--- src/design/dsmp_pkg.sv ---
// Package for the decimal string modular power block: widths, register codes,
// command struct between front and back, and the queue depth.
`timescale 1ns / 1ps
package dsmp_pkg;
  localparam int MOD_W     = 32;
  localparam int EXP_W     = 64;
  localparam int RED_CNT_W = 7;    // holds 0..2*MOD_W
  localparam int QDEPTH    = 2;
  localparam int QIDX_W    = 1;
  localparam int QCNT_W    = 2;

  typedef enum logic [0:0] {
    REG_MODULUS  = 1'b0,
    REG_EXPONENT = 1'b1
  } reg_idx_t;

  // Command from front to back: a finished number residue.
  typedef struct packed {
    logic [MOD_W-1:0] residue;
  } cmd_t;
endpackage

--- src/design/dsmp_queue.sv ---
// Short command queue between front and back ends. Depends on dsmp_pkg.
`timescale 1ns / 1ps
module dsmp_queue import dsmp_pkg::*; (
  input  logic clk,
  input  logic rst_n,
  input  logic push,
  input  cmd_t push_data,
  output logic full,
  input  logic pop,
  output logic nonempty,
  output cmd_t pop_data
);
  cmd_t              mem_r [QDEPTH];
  logic [QIDX_W-1:0] wp_r, rp_r;
  logic [QCNT_W-1:0] cnt_r;
  logic              do_push, do_pop;

  assign full     = (cnt_r == QCNT_W'(QDEPTH));
  assign nonempty = (cnt_r != '0);
  assign pop_data = mem_r[rp_r];
  assign do_push  = push && !full;
  assign do_pop   = pop && nonempty;

  always_ff @(posedge clk) begin
    if (!rst_n) begin
      wp_r <= '0; rp_r <= '0; cnt_r <= '0;
    end else begin
      if (do_push) wp_r <= wp_r + 1'b1;
      if (do_pop)  rp_r <= rp_r + 1'b1;
      cnt_r <= cnt_r + QCNT_W'(do_push) - QCNT_W'(do_pop);
    end
    if (do_push) mem_r[wp_r] <= push_data;
  end
endmodule

--- config.mk ---
export PLATFORM = sky130hd
export DESIGN_NAME = dsmp_queue
export DESIGN_NICKNAME = d
export VERILOG_FILES = /design/src/design/dsmp_pkg.sv /design/src/design/dsmp_queue.sv
export SDC_FILE = /design/constraint.sdc
export NUM_CORES = 1
export LEC_CHECK = 0
export BUFFER_PORTS_ARGS = -buffer_cell sky130_fd_sc_hd__buf_2
export CAP_MARGIN = 0
export CORE_MARGIN = 1
export CORE_UTILIZATION = 35
export CTS_BUF_LIST = sky130_fd_sc_hd__clkbuf_4
export CTS_CLUSTER_DIAMETER = 200
export DETAILED_ROUTE_END_ITERATION = 8
export PLACE_DENSITY = 0.56
export SKIP_LAST_GASP = 1
export SLEW_MARGIN = 20
export SYNTH_ARGS = -nofsm -noshare
export SYNTH_HDL_FRONTEND = slang
export SYNTH_SLANG_ARGS = --single-unit
export TNS_END_PERCENT = 30
--- constraint.sdc ---
create_clock -name clk -period 2.3 [get_ports clk]
set_input_delay 0.23 -clock clk [delete_from_list [all_inputs] [get_ports clk]]
set_output_delay 0.23 -clock clk [all_outputs]
set_load 0.005 [all_outputs]
==> flow_summary.json <==
{
  "start_kind": "register",
  "place_inst": 295,
  "multi_input_area_um2": 607,
  "grt_first_pass_wirelength_mm": 6.80,
  "fin_tns_setup_ps": 0,
  "whs_path_depth": 1,
  "endpoint_kind": "output port",
  "gp_congestion": 0.661,
  "clock-sinks": 69,
  "fin_worst_skew_ps": 13.7,
  "hold_end": "mem_r[1][18]$_DFFE_PP_",
  "switching_power_w": 0.000911,
  "dieArea_um2": 8080,
  "numPortBuffers": 69,
  "hold_ws_ps": 35.6,
  "netlist_top_cells_count": "edfxtp_1 (64), mux2_4 (30), dfxtp_1 (5)",
  "grt_overflow": 0,
  "grt_setup_unrepaired": "no",
  "async_reset_ff_frac": 0,
  "fillers": 672,
  "instances_no_fill": 334,
  "htreeDepth": 3,
  "drive_gt1_frac": 0.528,
  "diodes": 0,
  "max_freq_ghz": 0.572,
  "rows": 31,
  "ff2ff_setup_slack_ps": 650,
  "cp_slowest_stage_delay_ps": 340,
  "fp.dieW_um": 89.9,
  "io_pins": 70,
  "p_seq_frac": 0.481,
  "status": "complete, no violations",
  "ys.flop_type": "edfxtp_1",
  "root_buffer": "clkbuf_4",
  "clkTransAtPathRegs_ps": 100,
  "intPower_w": 0.00258,
  "drv_slew": 0,
  "synth.distinct_cells": 19,
  "timing.rr.start": "cnt_r[0]$_SDFF_PN0_",
  "grt_max_degree": 22,
  "drt_pass1_iterations": 4,
  "post_drt_via_cell_ratio": 4.25,
  "synth_area_leaders": "edfxtp_1 (71%), mux2_4 (17%), dfxtp_1 (3.7%), buf_12 (2.2%), ha_1 (0.93%)",
  "drv_cap": 0,
  "vias": 1418,
  "synth_edf_count": 64,
  "clkLatencyLatePin_ps": 390,
  "die_y_um": 89.9,
  "synth_cells": 127,
  "synth_top_area_frac": 0.711,
  "syn_avg_cell_area_um2": 21.3,
  "crit_required_ps": 2070,
  "initial_core_util": 0.367,
  "switching_share": 0.261,
  "synth-seq-area-share": 0.748,
  "path_buf_inv": 2,
  "core_um2": 7370,
  "cp.arrival_ps": 1520,
  "path_max_fanout": 19,
  "synth-warning-count": 0,
  "post-synth-top-count-cell": "edfxtp_1",
  "tightestPinTransition_ps": 458,
  "final_antenna_net_count": 0,
  "wl_per_cell_um": 12.7,
  "finalWorstPathRequiredPeriod_ps": 1750,
  "synth_area_um2": 2700,
  "synth_nets": 165,
  "r2r_cells": 8,
  "grt_util_all_layers": 0.113,
  "synth_seq_cells": 69,
  "ir_worst_vdd_mv": 0.570,
  "crit_chain": "buf_4, mux2_4, buf_2",
  "clkPwrFrac": 0.211,
  "grt_antenna_before_repair": 0,
  "p_comb_frac": 0.309,
  "area_growth_pct": 30.6,
  "grt_pass1_vias": 1409,
  "drtIter0Drc": 51,
  "post-route-cell-area_um2": 3530,
  "synth.largest_area_cell": "edfxtp_1",
  "slew_headroom": 0.694,
  "power_density_nw_per_um2": 990,
  "place_area_um2": 3170,
  "reg2reg_to": "cnt_r[1]$_SDFF_PN0_",
  "finalHoldViolations": 0,
  "regArea_um2": 2020,
  "hold_path.class": "in -> reg",
  "dpl.hpwl_mm": 2.76,
  "clock_path_buffers": 2,
  "min-delay-start": "push_data[18]",
  "drc": 0,
  "worst_path_max_delay_cell": "mux2_4",
  "setup_violations": 0,
  "numCtsBuffers": 9,
  "finalWirelength_mm": 4.25,
  "timing.final.crit_share": 0.761,
  "cts_tree": "yes",
  "leakagePower_nw": 1.42,
  "critPathKind": "reg -> out",
  "crit_family": "buffers and inverters",
  "fin_nets": 268
}
==> power groups by stage <==
stage               logic, W  clock network (W)  registers (W)
finish               0.00108           0.000737        0.00168
global route         0.00118           0.000820        0.00171
global placement     0.00107                  0        0.00171
detailed placement   0.00107                  0        0.00171
floorplan           0.000767                  0        0.00170
CTS                  0.00110           0.000772        0.00168
==> how the worst max path moves through the flow <==
| stage | end | startpoint | cells past startpoint | slack, ps |
|---|---|---|---|---|
| floorplan | mem_r[0][0]$_DFFE_PP_ | cnt_r[0]$_SDFF_PN0_ | 3 | 470 |
| global placement | cnt_r[1]$_SDFF_PN0_ | cnt_r[0]$_SDFF_PN0_ | 8 | 700 |
| detailed placement | cnt_r[1]$_SDFF_PN0_ | cnt_r[0]$_SDFF_PN0_ | 8 | 620 |
| CTS | pop_data[1] | register | 3 | 480 |
| global route | pop_data[14] | register | 3 | 440 |
| finish | pop_data[15] | register | 3 | 550 |
==> worst reg2reg max path, cell delays in order (launching register included) <==
cell and delay, ps:
dfxtp_1 370, nand2b_1 160, nand2_1 140, ha_1 310, inv_1 30, ha_1 170, xor2_1 140, and2_1 150
nor3_1 110
==> per-layer routing <==
layer / global-route usage / vias up / share of wire
li1: - / 691 / -
met1: 0.140 / 672 / 0.45
met2: 0.173 / 51 / 0.47
met3: 0.0415 / 4 / 0.058
met4: 0.0605 / 0 / 0.012
met5: 0 / - / 0
==> placed cells by master (no fill, tap or decap), drive strengths merged <==
master | netlist | layout
inv | 3 | 3
and3 | 1 | 1
or2 | 1 | 1
mux2 | 32 | 32
bufinv | 0 | 1
xnor2 | 1 | 1
nor2 | 4 | 4
ha | 2 | 2
nand2b | 2 | 2
dfxtp | 5 | 5
nor3 | 1 | 1
buf | 4 | 73
nand2 | 2 | 2
edfxtp | 64 | 64
mux2i | 1 | 1
clkinv | 0 | 3
clkinvlp | 0 | 1
xor2 | 1 | 1
and2 | 2 | 2
clkbuf | 0 | 11
dlygate4sd3 | 0 | 23
o21a | 1 | 1
==> final cells by class <==
cell class	count	area share
timing repair buffer	96	0.179
multi-input combinational	51	0.172
sequential	69	0.573
clock inverter	5	0.0145
tap	99	0.0351
inverter	3	0.00319
clock buffer	11	0.0234
==> registers in the layout, indices dropped and copies added, names as in the netlist, named ones only <==
signal and count:
rp_r 1, mem_r 64, cnt_r 2, wp_r 1
==> kinds of logic after synthesis <==
family,Yosys count,share of synthesized area
compound gates,1,0.00278
xor+xnor,2,0.00648
fa+ha+maj,2,0.00926
buf+inv,7,0.0306
flops,69,0.748
mux,33,0.179
simple gates,13,0.0241
==> through the flow <==
step	util	setup WS (ps)	power [W]
floorplan	-	469	0.00247
global placement	0.430	696	0.00278
detailed placement	0.430	616	0.00278
CTS	0.468	484	0.00355
global route	0.479	439	0.00371
finish	0.479	550	0.00350
==> timing repair <==
| item | 4_1_cts | 5_1_grt |
|---|---|---|
| gates resized for setup | 0 | 0 |
| setup endpoints to repair | 0 | 0 |
| hold endpoints to repair | 27 | 16 |
| hold buffers | 15 | 8 |
| setup buffers | 0 | 0 |
No activity file was read; power rests on OpenSTA's default activity.
