### config.mk
export PLATFORM = sky130hd
export DESIGN_NAME = dsmp_front
export DESIGN_NICKNAME = d
export VERILOG_FILES = /design/src/design/dsmp_pkg.sv /design/src/design/dsmp_modred.sv /design/src/design/dsmp_front.sv
export SDC_FILE = /design/constraint.sdc
export NUM_CORES = 1
export LEC_CHECK = 0
export ABC_AREA = 1
export BUFFER_PORTS_ARGS = -buffer_cell sky130_fd_sc_hd__buf_2
export CAP_MARGIN = 10
export CORE_ASPECT_RATIO = 1.25
export CORE_MARGIN = 2
export CORE_UTILIZATION = 25
export CTS_BUF_LIST = sky130_fd_sc_hd__clkbuf_16
export DETAILED_ROUTE_END_ITERATION = 7
export GPL_ROUTABILITY_DRIVEN = 1
export HOLD_SLACK_MARGIN = 0.15
export SETUP_SLACK_MARGIN = 0.02
export SYNTH_ARGS = -nofsm -noshare
export SYNTH_HDL_FRONTEND = slang
export SYNTH_SLANG_ARGS = --single-unit
### constraint.sdc
create_clock -name clk -period 9 [get_ports clk]
set_clock_uncertainty 0.05 [all_clocks]
set_input_delay 0.45 -clock clk [delete_from_list [all_inputs] [get_ports clk]]
set_output_delay 0.45 -clock clk [all_outputs]
set_load 0.1 [all_outputs]
### src/design/dsmp_pkg.sv
// Package for the decimal string modular power block: widths, register codes,
// command struct between front and back, and the queue depth.
`timescale 1ns / 1ps
package dsmp_pkg;
  localparam int MOD_W     = 32;
  localparam int EXP_W     = 64;
  localparam int RED_CNT_W = 7;    // holds 0..2*MOD_W
  localparam int QDEPTH    = 2;
  localparam int QIDX_W    = 1;
  localparam int QCNT_W    = 2;

  typedef enum logic [0:0] {
    REG_MODULUS  = 1'b0,
    REG_EXPONENT = 1'b1
  } reg_idx_t;

  // Command from front to back: a finished number residue.
  typedef struct packed {
    logic [MOD_W-1:0] residue;
  } cmd_t;
endpackage

### src/design/dsmp_modred.sv
// Sequential modular reduction: a 64-bit value mod a 32-bit modulus by
// restoring shift-subtract, one quotient bit per cycle. Depends on dsmp_pkg.
`timescale 1ns / 1ps
module dsmp_modred import dsmp_pkg::*; (
  input  logic                 clk,
  input  logic                 rst_n,
  input  logic                 start,
  input  logic [2*MOD_W-1:0]   dividend,
  input  logic [MOD_W-1:0]     modulus,
  output logic                 done,
  output logic [MOD_W-1:0]     remainder
);
  logic                busy_r, busy_nxt;
  logic [RED_CNT_W-1:0] cnt_r, cnt_nxt;
  logic [2*MOD_W-1:0]  dvd_r, dvd_nxt;
  logic [MOD_W:0]      rem_r, rem_nxt;
  logic                done_r, done_nxt;
  logic [MOD_W:0]      shifted;

  assign shifted   = {rem_r[MOD_W-1:0], dvd_r[2*MOD_W-1]};
  assign done      = done_r;
  assign remainder = rem_r[MOD_W-1:0];

  always_comb begin
    busy_nxt = busy_r;
    cnt_nxt  = cnt_r;
    dvd_nxt  = dvd_r;
    rem_nxt  = rem_r;
    done_nxt = 1'b0;
    if (start) begin
      busy_nxt = 1'b1;
      cnt_nxt  = RED_CNT_W'(2*MOD_W);
      dvd_nxt  = dividend;
      rem_nxt  = '0;
    end else if (busy_r) begin
      dvd_nxt = dvd_r << 1;
      if (shifted >= {1'b0, modulus}) rem_nxt = shifted - {1'b0, modulus};
      else rem_nxt = shifted;
      cnt_nxt = cnt_r - 1'b1;
      if (cnt_r == RED_CNT_W'(1)) begin
        busy_nxt = 1'b0;
        done_nxt = 1'b1;
      end
    end
  end

  always_ff @(posedge clk) begin
    if (!rst_n) begin
      busy_r <= 1'b0;
      done_r <= 1'b0;
      cnt_r  <= '0;
    end else begin
      busy_r <= busy_nxt;
      done_r <= done_nxt;
      cnt_r  <= cnt_nxt;
    end
    dvd_r <= dvd_nxt;
    rem_r <= rem_nxt;
  end
endmodule

### src/design/dsmp_front.sv
// Front end: takes digits, keeps the running residue, pushes a command for
// each finished number. Depends on dsmp_pkg and dsmp_modred.
`timescale 1ns / 1ps
module dsmp_front import dsmp_pkg::*; (
  input  logic             clk,
  input  logic             rst_n,
  input  logic             in_valid,
  output logic             in_stall,
  input  logic [3:0]       in_digit,
  input  logic             in_last_digit,
  input  logic [MOD_W-1:0] modulus,
  output logic             cmd_valid,
  input  logic             cmd_full,
  output cmd_t             cmd
);
  typedef enum logic [2:0] {
    F_IDLE = 3'b001,
    F_RED  = 3'b010,
    F_PUSH = 3'b100
  } fstate_t;

  fstate_t          st_r, st_nxt;
  logic [MOD_W-1:0] res_r, res_nxt;
  logic             last_r, last_nxt;
  logic             red_start, red_done;
  logic [MOD_W-1:0] red_rem;
  logic [2*MOD_W-1:0] dvd;

  assign in_stall  = (st_r != F_IDLE);
  // residue < modulus always, so res*10+digit fits 36 bits
  assign dvd       = (2*MOD_W)'(res_r) * (2*MOD_W)'(10) + (2*MOD_W)'(in_digit);
  assign red_start = in_valid && (st_r == F_IDLE);
  assign cmd_valid = (st_r == F_PUSH);
  assign cmd.residue = res_r;

  dsmp_modred u_red (
    .clk(clk), .rst_n(rst_n), .start(red_start), .dividend(dvd),
    .modulus(modulus), .done(red_done), .remainder(red_rem)
  );

  always_comb begin
    st_nxt   = st_r;
    res_nxt  = res_r;
    last_nxt = last_r;
    unique case (st_r)
      F_IDLE: if (in_valid) begin
        last_nxt = in_last_digit;
        st_nxt   = F_RED;
      end
      F_RED: if (red_done) begin
        res_nxt = red_rem;
        st_nxt  = last_r ? F_PUSH : F_IDLE;
      end
      F_PUSH: if (!cmd_full) begin
        res_nxt = '0;
        st_nxt  = F_IDLE;
      end
      default: st_nxt = F_IDLE;
    endcase
  end

  always_ff @(posedge clk) begin
    if (!rst_n) begin
      st_r   <= F_IDLE;
      res_r  <= '0;
      last_r <= 1'b0;
    end else begin
      st_r   <= st_nxt;
      res_r  <= res_nxt;
      last_r <= last_nxt;
    end
  end
endmodule

==> key figures, run 1 <==
Run status
  – Status: finished, final reports clean

Power
  – Leak: approximately 6.3 nW
  – Psw: between 1 and 1.5 mW
  – Sequential power share: about a third
  – Sw Share: around 43%
  – Combinational fraction of design power: a little over two fifths
  – Clk network pwr share: between 20 and 25%
  – VDD IR-drop max: 0.2030 mV
  – Power per cell area: between 200 and 250 nW/um2
  – Cell Int Power: between 1.5 and 2 mW

Yosys
  – Flops & latches, synth: between 100 and 150
  – Avg Cell Area, Syn: roughly 6.6 um2
  – Ys async rst share: 0%
  – Post-synth EDFFs: 64
  – Post-synth net total: between 1,500 and 2,000
  – Post-synthesis sequential area ratio: 29.46%
  – Area leader, netlist: edfxtp_1
  – Most numerous cell in the Yosys netlist: nand2_1
  – Yosys cell types: 47
  – Main area contributors after synthesis: edfxtp_1 (16%), nand2_1 (15%), dfxtp_1 (13%)
  – Synth Area in Adders: between 10% and 20%
  – Synth Area in XOR/XNOR: between 2 and 2.5%
  – Post-synth top cells: nand2_1 (475), inv_1 (341), nor2_1 (171)
  – Post-synthesis simple-gate area fraction: between 30% and 40%
  – Synthesized cell area: about 12,000 um2
  – Yosys top cell area share: 16.35%
  – Main combinational cell family by area after synthesis: simple AND/OR/NAND/NOR gates
  – Dominant synthesized flop cell: dfxtp_1
  – YS warnings: 0
  – Compound-gate portion of the synthesized area: around an eighth
  – Mux share of post-synthesis cell area: 0%
  – Synth Instances: roughly 1,800

Clock network
  – Num CTS Buffers: 17
  – Maximum clock path buffer count: 2
  – Depth of the CTS H-tree: 4
  – Post-CTS sizing: 0
  – TritonCTS Sinks: 141
  – CTS tree: built
  – CTS clk-pin slew, worst paths: 0.06 ns
  – CTS Hold Buffers Added: 0
  – Setup Buffers After CTS: 0
  – Root Driver: clkbuf_16
  – Clock Latency Late Sink: approximately 0.43 ns

Worst setup path
  – R2R Path Start: cmd[1]$_SDFFE_PN0P_
  – Setup crit end kind: flop
  – Data arrival, critical path: ~3.7 ns
  – Flop-to-flop setup slack: ~5.4 ns
  – Crit path kind: reg -> reg
  – Worst R2R Path Depth: 15
  – Crit path max fanout: 4
  – CP required: a little over 9 ns
  – Startpoint type of the worst setup path: flop
  – Worst reg2reg endpoint: u_red.dvd_r[32]$_DFFE_PP_

Global routing
  – Initial antenna violation count: 0
  – Met1 usage: 17.33%
  – First-pass GRT wire length: around 56,000 um
  – GR peak layer: met2
  – GRT overflow: 0
  – Tot GR Track Use: ~15%
  – Vias in the first global route: around 11,000
  – GR Util met2: between 20% and 30%
  – Pin count of the biggest net entering global routing: 88
  – Met3 Use GR: 1.889%

Routing
  – Post-route DRC: 0
  – Routed WL: between 30,000 and 40,000 um
  – Post-route ant nets: 0
  – Vias/cell: about 4.5
  – Via count of the routed design: between 10,000 and 15,000
  – Drt pass-1 iters: 6
  – DRT iter0 DRCs: 789
  – Routed WL per cell: 14.03 um

Timing
  – Final setup viols: 0
  – Sum of negative setup slack: 0 ns
  – Final hold viol count: 0
  – Max-slew headroom: between 20 and 30%
  – Slew @ Worst Pin: ~1.1 ns
  – Fmax: between 200 and 300 MHz
  – Crit path time final: roughly 3.6 ns
  – Final period util: between 30 and 40%
  – RSZ-0062 raised after global routing: false
  – Max-slew violations: 0

Floorplan
  – Die ar.: roughly 49,000 um2
  – Chip height: between 200 and 250 um
  – Initial Utilization: around 25%
  – Row count: between 80 and 90
  – Io pins: between 70 and 80
  – Die Span X: ~200 um
  – Core area: around 46,000 um2

Placed design
  – Input/output buffers: 74
  – GPL Wtd Cong: 1.008
  – Placed insts: 2,462
  – HPWL Detailed: 28,450 um

Layout
  – Total Nets Final: 1,992
  – FILL cells: a little over 5,000
  – Area growth syn-to-layout: 14.26%
  – Antenna cell count: 0
  – Cell Count, Final, Fillers Out: between 2,000 and 2,500
  – Share of layout cells above drive strength 1: between 10% and 20%

Min path
  – Min-delay worst type: in -> reg
  – Hold path start: in_valid
  – Hold Path Cell Cnt: 2
  – WHS Endpoint: st_r[0]$_SDFFE_PN1P_

Job
  – Max Cap Viol: 0
==> cell usage in the layout (no fill, tap or decap), types with 26 or more instances in the layout <==
master and instances:
nand2_1 474, o21ai_0 74, nand2_2 29, a21oi_1 75, ha_1 97, edfxtp_1 64
nand3_1 123, o211ai_1 28, buf_2 74, o22ai_1 26, inv_1 340, nor2_1 170
dfxtp_1 77
==> registers in the layout, summed over array words and instances, names as in the netlist <==
signal        count
cmd              32
u_red.busy_r      1
u_red.done        1
u_red.cnt_r       7
last_r            1
u_red.dvd_r      64
u_red.rem_r      32
st_r              3
==> layer usage <==
layer	wire length [um]	vias up
met3	1166	59
met2	17180	238
li1	-	5830
met1	15440	5196
met4	1199	0
met5	0	-
==> cells by family (layout without fill, tap and decap cells) <==
logic type / Yosys count / in the layout
AO/OA/AOI/OAI: 245 / 245
XOR/XNOR: 32 / 32
adder cells (fa/ha/maj): 100 / 100
buffers and inverters: 387 / 466
flip-flops: 141 / 141
AND/OR/NAND/NOR: 880 / 880
==> worst max path at each step <==
stage | from | to | slack [ns] | cells after the start
CTS | cmd[1]$_SDFFE_PN0P_ | u_red.dvd_r[32]$_DFFE_PP_ | 5.45 | 15
detailed placement | cmd[1]$_SDFFE_PN0P_ | u_red.dvd_r[32]$_DFFE_PP_ | 5.45 | 15
floorplan | st_r[2]$_SDFFE_PN0P_ | u_red.dvd_r[0]$_SDFFCE_PN0P_ | 4.66 | 9
finish | cmd[1]$_SDFFE_PN0P_ | u_red.dvd_r[32]$_DFFE_PP_ | 5.42 | 15
global route | cmd[1]$_SDFFE_PN0P_ | u_red.dvd_r[24]$_DFFE_PP_ | 5.15 | 15
global placement | cmd[1]$_SDFFE_PN0P_ | u_red.dvd_r[33]$_DFFE_PP_ | 5.48 | 17
==> power groups by stage <==
stage          Combinational, mW  Sequential (mW)  Clock (mW)
2_1_floorplan               1.07             1.12           0
3_3_place_gp                1.39             1.17           0
3_5_place_dp                1.39             1.17           0
4_1_cts                     1.40             1.16       0.754
5_1_grt                     1.59             1.19       0.780
6_report                    1.40             1.16       0.734
==> stage by stage <==
step	power [mW]	area [um2]	worst slack [ns]	hold slack, ns	utilization (%)
3_5_place_dp	2.567	12820	5.453	0.4231	27.66
2_1_floorplan	2.192	11760	4.656	0.3884	-
6_report	3.296	13430	5.425	0.2046	28.98
4_1_cts	3.319	13430	5.449	0.1827	28.98
5_1_grt	3.559	13430	5.152	0.2090	28.98
3_3_place_gp	2.556	12820	5.485	0.4105	27.66
==> critical path, stage by stage (launching register included) <==
cell	delay, ns
dfxtp_1	0.51
ha_1	0.29
ha_1	0.28
fa_1	0.59
nand2_1	0.12
nand3b_1	0.20
nor2_1	0.20
nand2_1	0.09
nor2_1	0.19
nand3_1	0.14
nor2_1	0.12
nand3_1	0.09
nor2_1	0.18
nand3_1	0.09
nand3_1	0.10
nand2_1	0.08
==> cell type report <==
cell class | instances | area [um2] | area share, %
Multi-Input combinational cell | 1257 | 6829 | 50.83
Sequential cell | 141 | 3463 | 25.78
Inverter | 355 | 1333 | 9.919
Tap cell | 630 | 788.3 | 5.868
Clock buffer | 17 | 425.4 | 3.167
Timing Repair Buffer | 79 | 407.9 | 3.036
Clock inverter | 15 | 187.7 | 1.397
No activity file was read; power rests on OpenSTA's default activity.
==> run 2: changes to the inputs <==
- ABC_AREA: 1 -> 0
- clock period: 9 -> 3.8 ns (I/O delays scaled with it)
==> run 2 against run 1 <==
Sequential cell count stayed put. Register-to-register slack worse by 5.3 ns. Global-route usage is 1.5 points lower. Via count is 19% lower. Synthesized cell count is 33% lower. Critical path type unchanged. Largest cell class unchanged.
==> key figures, run 2 <==
Global routing
  – Tot GR Track Use: 13.05%
  – Vias in the first global route: 9,322
  – Pin count of the biggest net entering global routing: 79
  – Initial antenna violation count: 0
  – First-pass GRT wire length: ~47,000 um
  – GRT overflow: 0

Layout
  – Total Nets Final: about 1,500
  – Area growth syn-to-layout: 26.39%
  – Reg with most FFs: u_red.dvd_r
  – Antenna cell count: 0
  – FILL cells: 4,444
  – Commonest cells after routing, fill and taps aside: nand2_1 (97), buf_4 (92), o21ai_0 (86), ha_1 (82), a21oi_1 (81)
  – Max reg flops: 64
  – Commonest non-fill, non-tap cell in the layout: nand2_1
  – Share of layout cells above drive strength 1: between 20% and 30%

Yosys
  – Post-synth top cells: nand2_1 (98), ha_1 (97), o21ai_0 (88)
  – Main area contributors after synthesis: edfxtp_1 (18%), dfxtp_1 (15%), ha_1 (12%)
  – Post-synthesis sequential area ratio: roughly a third
  – Synthesized cell area: 10,540 um2
  – Dominant synthesized flop cell: dfxtp_1
  – Most numerous cell in the Yosys netlist: nand2_1
  – Yosys cell types: 90
  – YS warnings: 0
  – Area leader, netlist: edfxtp_1
  – Synth Instances: about 1,200
  – Post-synth EDFFs: 64
  – Avg Cell Area, Syn: roughly 9 um2
  – Ys async rst share: 0%
  – Flops & latches, synth: about 140
  – Yosys top cell area share: around 18%
  – Post-synth net total: 1,333

Worst setup path
  – Flop-to-flop setup slack: about 0.095 ns
  – Startpoint type of the worst setup path: flop
  – Crit path kind: reg -> reg
  – CP required: 3.93 ns
  – Setup crit end kind: flop
  – Worst path cell trace: ha_4 > ha_4 > fa_2 > a21o_1 > a221oi_4 > buf_6 > o2111ai_4 > nand3_2 > nand4_1 > nor4_4 > nand2_4 > nor4_2 > xnor2_1 > o21ai_1
  – Worst Path Buf+Inv: 1
  – Slowest cell on the critical path: nor4_4
  – Most used cell, CP: ha_4
  – Max incr delay on CP: 0.44 ns
  – Worst reg2reg endpoint: u_red.dvd_r[30]$_DFFE_PP_
  – Crit path max fanout: 7
  – Worst R2R Path Depth: 14
  – Crit path depth: 14
  – Data arrival, critical path: around 3.8 ns
  – Worst path top cell family by delay: simple AND/OR/NAND/NOR gates
  – R2R Path Start: cmd[1]$_SDFFE_PN0P_

Routing
  – Drt pass-1 iters: 5
  – Via count of the routed design: between 9,000 and 10,000
  – DRT iter0 DRCs: about 330
  – Routed WL: roughly 29,000 um
  – Vias/cell: between 4 and 5
  – Post-route ant nets: 0
  – Routed WL per cell: approximately 15 um
  – Post-route DRC: 0

Placed design
  – HPWL Detailed: around 22,000 um
  – GPL Wtd Cong: 0.9090
  – Input/output buffers: 74

Power
  – Leak: 5.702 nW
  – Tot Pwr: between 5 and 6 mW
  – VDD IR-drop max: between 0.3 and 0.4 mV
  – Power per cell area: 424.8 nW/um2

Timing
  – Max-slew violations: 0
  – Final period util: just under 100%
  – Final setup viols: 0
  – Slew @ Worst Pin: just over 0.9 ns
  – Worst Hold Margin: ~0.23 ns
  – Final hold viol count: 0
  – Fmax: between 200 and 300 MHz
  – RSZ-0062 raised after global routing: true
  – Crit path time final: approximately 3.7 ns
  – Max-slew headroom: between 30% and 40%

Clock network
  – TritonCTS Sinks: 141
  – Clock Latency Late Sink: between 0.4 and 0.5 ns
  – CTS tree: built
  – Root Driver: clkbuf_16
  – CTS clk-pin slew, worst paths: 0.06 ns
  – Maximum clock path buffer count: 2
  – Num CTS Buffers: 17
  – Depth of the CTS H-tree: 4

Min path
  – Hold path start: rst_n
  – WHS Endpoint: st_r[0]$_SDFFE_PN1P_
  – Hold Path Cell Cnt: 2
  – Min-delay worst type: in -> reg

Job
  – Max Cap Viol: 0

Floorplan
  – Row count: 84
  – Chip height: between 200 and 250 um
  – Initial Utilization: approximately a quarter
  – Die ar.: 43,820 um2
  – Die Span X: around 190 um
  – Core area: between 40,000 and 50,000 um2
  – Io pins: 75

Run status
  – Status: finished, final reports clean
==> run 2: cell count changes in the layout (fill, tap and decap cells not counted), moves of 34 or more <==
cell     delta
and2_1     +39
nor2b_1    +40
a22oi_1    +34
buf_4      +87
nand2_1   -377
nor2_1    -119
inv_1     -279
nand3_1   -102
==> run 2: repair_timing <==
item | in CTS | in global routing
setup buffers | 4 | 20
gates resized for setup | 10 | 54
pin swaps | 6 | 30
endpoints found under the hold margin | 5 | 0
endpoints found under the setup margin | 3 | 13
hold buffers | 5 | 0
==> run 2: final cells by class <==
class | count | area [um2] | area share, %
Inverter | 61 | 229.0 | 1.719
Tap cell | 559 | 699.4 | 5.251
Timing Repair Buffer | 177 | 1191 | 8.942
Clock buffer | 17 | 425.4 | 3.194
Multi-Input combinational cell | 932 | 7010 | 52.63
Sequential cell | 141 | 3541 | 26.58
Clock inverter | 15 | 224.0 | 1.681
==> run 2: routing by layer <==
| metal | share of wire [%] | up-vias | global-route usage [%] |
|---|---|---|---|
| met3 | 2.2 | 43 | 2.058 |
| met5 | 0 | - | 0 |
| met1 | 43 | 4370 | 14.66 |
| met2 | 52 | 133 | 24.28 |
| met4 | 2.9 | 0 | 5.733 |
| li1 | - | 4635 | - |
==> run 2: where the power goes <==
| part | switching [mW] | total, mW | internal (mW) |
|---|---|---|---|
| sequential | 0.179 | 2.06 | 1.88 |
| clock | 0.733 | 1.86 | 1.13 |
| combinational | 0.998 | 1.74 | 0.747 |
==> run 2: kinds of logic (layout without fill, tap and decap cells) <==
group	count (synthesis)	in the layout	synth area share (%)
buffers and inverters	119	270	4.879
AND/OR/NAND/NOR	373	373	19.49
flip-flops	141	141	32.86
AO/OA/AOI/OAI	356	356	21.75
multiplexers	24	24	2.291
XOR/XNOR	79	79	6.637
adder cells (fa/ha/maj)	100	100	12.09
==> run 2: how the worst max path moves through the flow <==
stage                              startpoint                        end  slack (ns)
after floorplan           cmd[1]$_SDFFE_PN0P_  u_red.dvd_r[23]$_DFFE_PP_       -0.10
after global placement    cmd[1]$_SDFFE_PN0P_  u_red.dvd_r[34]$_DFFE_PP_        0.06
after detailed placement  cmd[9]$_SDFFE_PN0P_  u_red.dvd_r[34]$_DFFE_PP_       0.003
after CTS                 cmd[7]$_SDFFE_PN0P_  u_red.dvd_r[34]$_DFFE_PP_        0.02
after global routing      cmd[1]$_SDFFE_PN0P_  u_red.dvd_r[31]$_DFFE_PP_       -0.14
final                     cmd[1]$_SDFFE_PN0P_  u_red.dvd_r[30]$_DFFE_PP_         0.1
==> run 2: worst reg2reg max path: stages, from the launching register on <==
cell	delay (ns)
dfxtp_4	0.35
ha_4	0.24
ha_4	0.16
fa_2	0.33
a21o_1	0.24
a221oi_4	0.36
buf_6	0.16
o2111ai_4	0.13
nand3_2	0.11
nand4_1	0.16
nor4_4	0.44
nand2_4	0.17
nor4_2	0.30
xnor2_1	0.17
o21ai_1	0.08
==> run 2: stage by stage <==
stage / util [%] / std cells / setup TNS [ns] / area [um2] / setup WS (ns)
global placement: 28.92 / 1842 / 0 / 12100 / 0.05642
global route: 31.84 / 1902 / -0.9105 / 13320 / -0.1448
floorplan: - / 1192 / -0.1009 / 10700 / -0.1009
detailed placement: 28.92 / 1842 / 0 / 12100 / 0.002825
finish: 31.84 / 1902 / 0 / 13320 / 0.09518
CTS: 30.81 / 1883 / 0 / 12890 / 0.02357
==> run 3: changes to the inputs <==
- CORE_UTILIZATION: 25 -> 62
- PLACE_DENSITY: default -> 0.82
==> run 3 against run 2 <==
The flow now finishes with violations (setup timing). Fmax down 2.8%. Via count up 1.7%. First-iteration DRC count up 100%. Die area down 59%. Critical path depth unchanged. Clock-buffer cell count up 5. Critical path type unchanged. Combinational power about the same. Non-clock buffer count down 30. Power down 1.3%. Register-to-register slack worse by 0.11 ns. Sequential power about the same. Setup slack worse by 0.11 ns.
==> key figures, run 3 (same netlist as run 2, synthesis figures left out) <==
Worst setup path
  – Startpoint type of the worst setup path: flop
  – CP required: 3.89 ns
  – Max incr delay on CP: approximately 0.37 ns
  – Worst path cell trace: ha_1 > ha_1 > a211oi_1 > nand3_1 > o21a_1 > buf_4 > nor2_2 > xnor2_1 > and3_1 > nand4_1 > buf_4 > nor3_4 > a31o_1 > a31oi_1
  – Crit path max fanout: 5
  – R2R Path Start: cmd[6]$_SDFFE_PN0P_
  – Flop-to-flop setup slack: -0.01 ns
  – Slowest cell on the critical path: dfxtp_4
  – Worst path top cell family by delay: simple AND/OR/NAND/NOR gates
  – End point of the critical path: u_red.dvd_r[34]$_DFFE_PP_
  – Crit path kind: reg -> reg
  – Crit path depth: 14
  – Worst R2R Path Depth: 14
  – Worst Setup SP: cmd[6]$_SDFFE_PN0P_
  – Data arrival, critical path: 3.90 ns
  – Setup crit end kind: flop
  – Worst reg2reg endpoint: u_red.dvd_r[34]$_DFFE_PP_
  – Worst Path Buf+Inv: 2

Min path
  – Min-delay worst type: in -> reg

Floorplan
  – Initial Utilization: a little over three fifths
  – Core area: between 15,000 and 20,000 um2
  – Die ar.: about 18,000 um2
  – Row count: 53
  – Die Span X: roughly 120 um
  – Io pins: 75
  – Chip height: 149.8 um

Global routing
  – Tot GR Track Use: 28.51%
  – Met1 usage: roughly a third
  – GR peak layer: met2
  – GR Util met2: between 50% and 60%
  – Met3 Use GR: 3.697%
  – Initial antenna violation count: 0
  – First-pass GRT wire length: 41,660 um
  – Pin count of the biggest net entering global routing: 73
  – Vias in the first global route: 8,936
  – GRT overflow: 0

Timing
  – Max-slew violations: 0
  – Sum of negative setup slack: -0.01142 ns
  – RSZ-0062 raised after global routing: true
  – Final setup viols: 1
  – Slew @ Worst Pin: between 0.8 and 0.9 ns
  – Final period util: 100.3%
  – Final hold viol count: 0
  – Worst Hold Margin: approximately 0.20 ns
  – Fmax: 262.4 MHz
  – Final setup margin: -0.01142 ns
  – Max-slew headroom: between 40 and 50%
  – Crit path time final: 3.811 ns

Routing
  – DRT iter0 DRCs: 675
  – Post-route ant nets: 0
  – Routed WL: approximately 26,000 um
  – Drt pass-1 iters: 7
  – Routed WL per cell: about 17 um
  – Vias/cell: between 6 and 7
  – Post-route DRC: 0
  – Via count of the routed design: roughly 9,300

Layout
  – Share of layout cells above drive strength 1: about 21%
  – Reg with most FFs: u_red.dvd_r
  – Commonest cells after routing, fill and taps aside: nand2_1 (97), o21ai_0 (87), ha_1 (84), a21oi_1 (83), buf_2 (74)
  – Max reg flops: 64
  – Antenna cell count: 0
  – FILL cells: between 1,000 and 1,500
  – Area growth syn-to-layout: 19.72%
  – Commonest non-fill, non-tap cell in the layout: nand2_1
  – Total Nets Final: 1,441

Clock network
  – CTS clk-pin slew, worst paths: ~0.060 ns
  – TritonCTS Sinks: 141
  – Root Driver: clkbuf_16
  – Depth of the CTS H-tree: 4
  – CTS tree: built
  – Num CTS Buffers: 17
  – Maximum clock path buffer count: 2
  – Clock Latency Late Sink: roughly 0.43 ns

Power
  – Power per cell area: about 440 nW/um2
  – Clk network pwr share: 31.6%
  – Combinational fraction of design power: 31.3%
  – VDD IR-drop max: around 0.32 mV
  – Leak: 5.563 nW
  – Psw: between 1.5 and 2 mW
  – Cell Int Power: between 3 and 4 mW
  – Sw Share: 33.47%
  – Sequential power share: between 30% and 40%

Placed design
  – Worst slack at placement: -0.09746 ns
  – GPL Wtd Cong: around 0.96
  – Input/output buffers: 74
  – HPWL Detailed: ~19,000 um

Run status
  – Status: complete, but fails checks
  – Failing checks: setup timing

Job
  – Max Cap Viol: 0
==> run 3: changes by cell type in the layout (fill, tap and decap cells not counted), moves of 3 or more <==
| cell | change |
|---|---|
| buf_4 | -27 |
| buf_6 | -3 |
| bufinv_16 | -3 |
| clkbuf_16 | +5 |
| clkinv_4 | +3 |
| ha_4 | -3 |
| inv_8 | -5 |
| nor3_1 | -3 |
| nor3_2 | +4 |
==> run 3: repair_timing <==
action / in CTS / in global routing
gates resized for setup: 4 / 47
setup buffers: 1 / 15
pin swaps: 1 / 19
setup endpoints to repair: 7 / 17
hold buffers: 5 / 0
hold endpoints to repair: 5 / 0
==> run 3: worst min path at each step <==
stage                     slack, ns  cells after the start                           to           from
final                          0.20                      2         st_r[0]$_SDFFE_PN1P_          rst_n
after global routing           0.23                      4  u_red.rem_r[0]$_SDFFE_PP0P_     modulus[0]
after CTS                      0.17                      2         st_r[0]$_SDFFE_PN1P_          rst_n
after detailed placement       0.40                      3          last_r$_SDFFE_PN0P_  in_last_digit
after global placement         0.40                      3          last_r$_SDFFE_PN0P_  in_last_digit
after floorplan                0.28                      2          last_r$_SDFFE_PN0P_  in_last_digit
==> run 3: per-stage QoR <==
step | utilization (%) | instances | area [um2] | total power [mW]
detailed placement | 68.82 | 1480 | 11500 | 3.787
global route | 75.50 | 1533 | 12620 | 5.864
finish | 75.50 | 1533 | 12620 | 5.583
global placement | 68.82 | 1480 | 11500 | 3.747
floorplan | - | 1192 | 10700 | 3.371
CTS | 73.07 | 1518 | 12210 | 5.581
==> run 3: layer usage <==
metal / vias to the layer above / part of all wire [%]
li1: 4590 / -
met1: 4412 / 42
met2: 276 / 50
met3: 61 / 4.2
met4: 0 / 2.9
met5: - / 0
==> run 3: area by class of cell <==
type / instances / area [um2] / share of cell area, %
clock buffer: 22 / 550.5 / 4.363
timing repair buffer: 147 / 954.7 / 7.566
clock inverter: 10 / 92.59 / 0.7338
sequential: 141 / 3541 / 28.06
inverter: 61 / 229.0 / 1.815
multi-input combinational: 932 / 6974 / 55.28
tap: 220 / 275.3 / 2.182
==> run 3: power groups by stage <==
stage               clock network (mW)  registers [mW]  logic, mW
finish                            1.76            2.07       1.75
global route                      1.84            2.10       1.93
global placement                     0            2.08       1.66
detailed placement                   0            2.09       1.70
floorplan                            0            2.02       1.35
CTS                               1.78            2.07       1.73
